File: src/rtl/ztc_pkg.sv
package ztc_pkg;

	// Width of the internal row and column counts (holds up to 1023).
	localparam int CNT_W  = 10;
	localparam int PROD_W = 2 * CNT_W;

	localparam int PADDR_W   = 5;
	localparam int REG_IDX_W = 3;

	localparam logic [1:0] MODE_DRAW  = 2'd0;
	localparam logic [1:0] MODE_SCAN  = 2'd1;
	localparam logic [1:0] MODE_CLEAR = 2'd2;

	localparam logic [2:0] STAT_WRITTEN = 3'd0;
	localparam logic [2:0] STAT_CLIPPED = 3'd1;
	localparam logic [2:0] STAT_HIDDEN  = 3'd2;
	localparam logic [2:0] STAT_SCANNED = 3'd3;
	localparam logic [2:0] STAT_CLEARED = 3'd4;
	localparam logic [2:0] STAT_BAD     = 3'd5;

	localparam logic [REG_IDX_W-1:0] REG_ROWS    = 3'd0;
	localparam logic [REG_IDX_W-1:0] REG_COLS    = 3'd1;
	localparam logic [REG_IDX_W-1:0] REG_TMODE   = 3'd2;
	localparam logic [REG_IDX_W-1:0] REG_FGCOLOR = 3'd3;
	localparam logic [REG_IDX_W-1:0] REG_BGCOLOR = 3'd4;

	localparam logic [6:0] RST_ROWS  = 7'd24;
	localparam logic [8:0] RST_COLS  = 9'd80;
	localparam logic [6:0] RST_TMODE = 7'd0;
	localparam logic [6:0] RST_FG    = 7'd37;
	localparam logic [6:0] RST_BG    = 7'd40;

	localparam logic [7:0] EMPTY_CHAR = 8'h00;
	localparam logic [7:0] SPACE_CHAR = 8'h20;

	typedef struct packed {
		logic [6:0] text_mode;
		logic [6:0] fg_color;
		logic [6:0] bg_color;
	} look_t;

	localparam look_t RESET_LOOK = '{text_mode: RST_TMODE, fg_color: RST_FG, bg_color: RST_BG};

	typedef struct packed {
		logic [7:0] glyph;
		look_t      look;
		logic [7:0] depth;
	} entry_t;

	typedef struct packed {
		logic [1:0] mode;
		logic [9:0] origin_row;
		logic [9:0] origin_col;
		logic [7:0] image_row;
		logic [7:0] image_col;
		logic [7:0] glyph;
		logic [6:0] text_mode;
		logic [6:0] fg_color;
		logic [6:0] bg_color;
		logic [7:0] layer;
		logic [6:0] end_row;
		logic [8:0] end_col;
	} cmd_t;

	typedef struct packed {
		logic [2:0] status;
		logic [7:0] out_glyph;
		logic [6:0] out_text_mode;
		logic [6:0] out_fg_color;
		logic [6:0] out_bg_color;
		logic       style_change;
		logic       screen_end;
	} rsp_t;

	typedef struct packed {
		logic [6:0] rows_in_use;
		logic [8:0] cols_in_use;
		logic [6:0] reset_text_mode;
		logic [6:0] reset_fg_color;
		logic [6:0] reset_bg_color;
	} cfg_t;

endpackage

File: src/rtl/ztc_regs.sv
module ztc_regs (
	input  logic                        clk,
	input  logic                        arst_n,
	input  logic                        psel,
	input  logic                        penable,
	input  logic                        pwrite,
	input  logic [ztc_pkg::PADDR_W-1:0] paddr,
	input  logic [31:0]                 pwdata,
	output logic [31:0]                 prdata,
	output logic                        pready,
	output ztc_pkg::cfg_t               cfg
);
	import ztc_pkg::*;

	cfg_t                 cfg_q;
	logic                 wr_en;
	logic [REG_IDX_W-1:0] reg_idx;

	assign pready  = 1'b1;
	assign wr_en   = psel && penable && pwrite;
	assign reg_idx = paddr[PADDR_W-1:2];
	assign cfg     = cfg_q;

	always_ff @(posedge clk or negedge arst_n) begin
		if (!arst_n) begin
			cfg_q.rows_in_use     <= RST_ROWS;
			cfg_q.cols_in_use     <= RST_COLS;
			cfg_q.reset_text_mode <= RST_TMODE;
			cfg_q.reset_fg_color  <= RST_FG;
			cfg_q.reset_bg_color  <= RST_BG;
		end else if (wr_en) begin
			case (reg_idx)
				REG_ROWS:    cfg_q.rows_in_use     <= pwdata[6:0];
				REG_COLS:    cfg_q.cols_in_use     <= pwdata[8:0];
				REG_TMODE:   cfg_q.reset_text_mode <= pwdata[6:0];
				REG_FGCOLOR: cfg_q.reset_fg_color  <= pwdata[6:0];
				REG_BGCOLOR: cfg_q.reset_bg_color  <= pwdata[6:0];
				default: begin
				end
			endcase
		end
	end

	always_comb begin
		case (reg_idx)
			REG_ROWS:    prdata = {25'd0, cfg_q.rows_in_use};
			REG_COLS:    prdata = {23'd0, cfg_q.cols_in_use};
			REG_TMODE:   prdata = {25'd0, cfg_q.reset_text_mode};
			REG_FGCOLOR: prdata = {25'd0, cfg_q.reset_fg_color};
			REG_BGCOLOR: prdata = {25'd0, cfg_q.reset_bg_color};
			default:     prdata = 32'd0;
		endcase
	end
endmodule

File: config.mk
export PLATFORM = sky130hd
export DESIGN_NAME = ztc_regs
export DESIGN_NICKNAME = d
export VERILOG_FILES = /design/src/rtl/ztc_pkg.sv /design/src/rtl/ztc_regs.sv
export SDC_FILE = /design/constraint.sdc
export NUM_CORES = 1
export LEC_CHECK = 0
export BUFFER_PORTS_ARGS = -buffer_cell sky130_fd_sc_hd__buf_2
export CORE_UTILIZATION = 48
export CTS_CLUSTER_DIAMETER = 150
export DETAILED_ROUTE_END_ITERATION = 10
export PLACE_DENSITY = 0.83
export SYNTH_ARGS = -nofsm -noshare
export SYNTH_HDL_FRONTEND = slang
export SYNTH_SLANG_ARGS = --single-unit
File: constraint.sdc
create_clock -name clk -period 1.9 [get_ports clk]
set_input_delay 0.095 -clock clk [delete_from_list [all_inputs] [get_ports clk]]
set_output_delay 0.095 -clock clk [all_outputs]
set_load 0.05 [all_outputs]
==> impl_metrics.env <==
export IMPL_yosys_register_bits=37
export IMPL_nets=267
export IMPL_startpoint_type="flop"
export IMPL_synth_edf_count=0
export IMPL_drt_iter0_drc=41
export IMPL_postRouteAntennaNets=0
export IMPL_cts_buffer_depth=2
export IMPL_power_leakage_nw=1.24
export IMPL_start_util=0.500
export IMPL_cts_tree="built"
export IMPL_crit_slowest_cell="dfstp_2"
export IMPL_power_clock_fraction=0.226
export IMPL_synth_distinct_cells=27
export IMPL_p_seq_frac=0.356
export IMPL_clock_latency_ps=280
export IMPL_reg2regPathDepth=1
export IMPL_dp_slack_ps=279
export IMPL_drt_first_pass_iters=4
export IMPL_drive_gt1_frac=0.606
export IMPL_largest_register_ffs=37
export IMPL_min_delay_path_depth=2
export IMPL_final_common_cell="buf_2"
export IMPL_reg2reg_to="cfg[19]$_DFFE_PN0P_"
export IMPL_fmax_mhz=605
export IMPL_port_buffers=62
export IMPL_cp_end_kind="output pin"
export IMPL_maxCapViolCount=0
export IMPL_grt_pass1_vias=1267
export IMPL_antenna_found_initial=0
export IMPL_hp_start="pwdata[8]"
export IMPL_num_vias=1441
export IMPL_ir_worst_vdd_mv=0.725
export IMPL_gp_congestion=0.736
export IMPL_holdPathEnd="cfg[29]$_DFFE_PN0P_"
export IMPL_worstPathArrival_ps=1560
export IMPL_layout_setup_ws_ps=248
export IMPL_hold_buffers=1
export IMPL_synthesis_area_um2=2000
export IMPL_synth_avg_cell_area_um2=12.8
export IMPL_yosys_warnings=0
export IMPL_path_cells="nor3b_1, a21oi_1, o22ai_1, buf_2"
export IMPL_dp_hpwl_mm=3.08
export IMPL_grt_ovfl_total=0
export IMPL_r2r_start="cfg[19]$_DFFE_PN0P_"
export IMPL_seq_area_frac_synth=0.468
export IMPL_hold_viol=0
export IMPL_grt_max_degree=38
export IMPL_crit_fanout=3
export IMPL_synth_top_flop_cell="dfrtp_1"
export IMPL_cts_resized=0
export IMPL_rsz0062_at_grt="no"
export IMPL_cp_slowest_stage_delay_ps=540
export IMPL_htree_levels=2
export IMPL_grtUsageTotal=0.204
export IMPL_die_area_um2=4430
export IMPL_power_switching_mw=1.32
export IMPL_synth_area_leaders="dfrtp_1 35%, mux2_2 20%, dfstp_2 12%, buf_4 9.0%, mux2_4 5.3%"
export IMPL_status="complete, no violations"
export IMPL_path_clk_slew_ps=70
export IMPL_syn2layout_area_growth_pct=22.0
export IMPL_power_share_switching=0.432
export IMPL_numCtsBuffers=5
export IMPL_wire_per_inst_um=15.4
export IMPL_grt_pass1_wl_mm=6.56
export IMPL_slew_violations=0
export IMPL_tns_ps=0
export IMPL_die_h_um=66.6
export IMPL_core_area_um2=4000
export IMPL_maxSlewHeadroom=0.468
export IMPL_num_io_pins=112
export IMPL_p_comb_frac=0.419
export IMPL_min_path_type="in -> reg"
export IMPL_routed_wirelength_mm=4.26
export IMPL_finalCritPeriodShare=0.870
export IMPL_die_x_um=66.6
export IMPL_final_cell_mix="62 x buf_2, 36 x mux2_2, 28 x dfrtp_1"
export IMPL_powerDensity_nw_per_um2=1250
export IMPL_worst_pin_slew_ps=798
export IMPL_crit_required_ps=1800
export IMPL_rows=23
export IMPL_antenna_cells=0
export IMPL_root_buffer="clkbuf_8"
export IMPL_ys_async_sr_fraction=1.00
export IMPL_synth_top_area_share=0.350
export IMPL_crit_type="reg -> out"
export IMPL_setup_violations=0
export IMPL_r2r_setup_slack_ps=1110
export IMPL_drc=0
export IMPL_cts_sinks=37
export IMPL_nFillCells=330
export IMPL_period_needed_ps=1650
export IMPL_synth_cells=156
export IMPL_cts_setup_buffers=0
export IMPL_internal_power_mw=1.74
export IMPL_vias_per_cell=5.22
export IMPL_synth_top_area_cell="dfrtp_1"
export IMPL_skew_ps=0
==> worst max path at each step <==
| stage | from | slack, ps | cells past startpoint | to |
|---|---|---|---|---|
| after detailed placement | paddr[4] | 280 | 6 | prdata[6] |
| after CTS | cfg[33]$_DFFE_PN1P_ | 270 | 4 | prdata[3] |
| after global routing | paddr[4] | 160 | 6 | prdata[6] |
| after global placement | paddr[4] | 310 | 6 | prdata[5] |
| final | cfg[33]$_DFFE_PN1P_ | 250 | 4 | prdata[3] |
| after floorplan | cfg[33]$_DFFE_PN1P_ | 70 | 3 | prdata[3] |
==> cell usage after synthesis (2+ instances only) <==
master and instances:
nor4bb_1 2, mux2_4 7, o22ai_1 6, conb_1 2
a21oi_1 6, mux2_2 36, clkbuf_1 3, a22oi_1 6
nor3b_1 8, dfstp_2 9, mux2i_1 2, buf_4 24
buf_2 4, dfrtp_1 28
==> power by group through the flow <==
stage               Combinational (mW)  Clock [mW]  Sequential (mW)
CTS                               1.29       0.710             1.09
finish                            1.28       0.690             1.09
floorplan                        0.498           0             1.63
detailed placement                1.28           0             1.10
global route                      1.34       0.734             1.11
global placement                  1.27           0             1.09
==> logic make-up after synthesis <==
kind of cell / Yosys count / share of synthesized area
muxes: 45 / 0.265
DFF: 37 / 0.468
buffers and inverters: 32 / 0.111
and+or+nand+nor: 21 / 0.0901
AOI/OAI and AO/OA: 19 / 0.0613
other: 2 / 0.00375
==> area by class of cell <==
cell class	count	area (um2)	share of cell area
clock buffer	7	86.3	0.0354
clock inverter	1	30.0	0.0123
multi-input combinational	109	936	0.384
sequential	37	937	0.384
tap	50	62.6	0.0256
timing repair buffer	72	388	0.159
==> metrics by stage <==
step / util / instance area (um2) / power (mW) / hold WS (ps) / cells
finish: 0.610 / 2440 / 3.06 / 39.9 / 276
global route: 0.610 / 2440 / 3.18 / 35.2 / 276
CTS: 0.610 / 2440 / 3.08 / 34.2 / 276
detailed placement: 0.578 / 2310 / 2.38 / 224 / 267
global placement: 0.578 / 2310 / 2.36 / 224 / 267
floorplan: - / 2100 / 2.13 / -201 / 178
==> worst max-delay path, delay by kind of cell, from the launching register on <==
| kind | cells | cell delay, ps |
|---|---|---|
| DFF | 1 | 540 |
| AOI/OAI and AO/OA | 2 | 220 |
| and+or+nand+nor | 1 | 230 |
| buffers and inverters | 1 | 290 |
==> per-layer routing <==
layer  share of wire  global-route usage
met1            0.43               0.269
met2            0.49               0.302
met3           0.073              0.0702
met4           0.014              0.0851
met5               0                   0
Note: power is estimated with default switching activity, not from simulation.
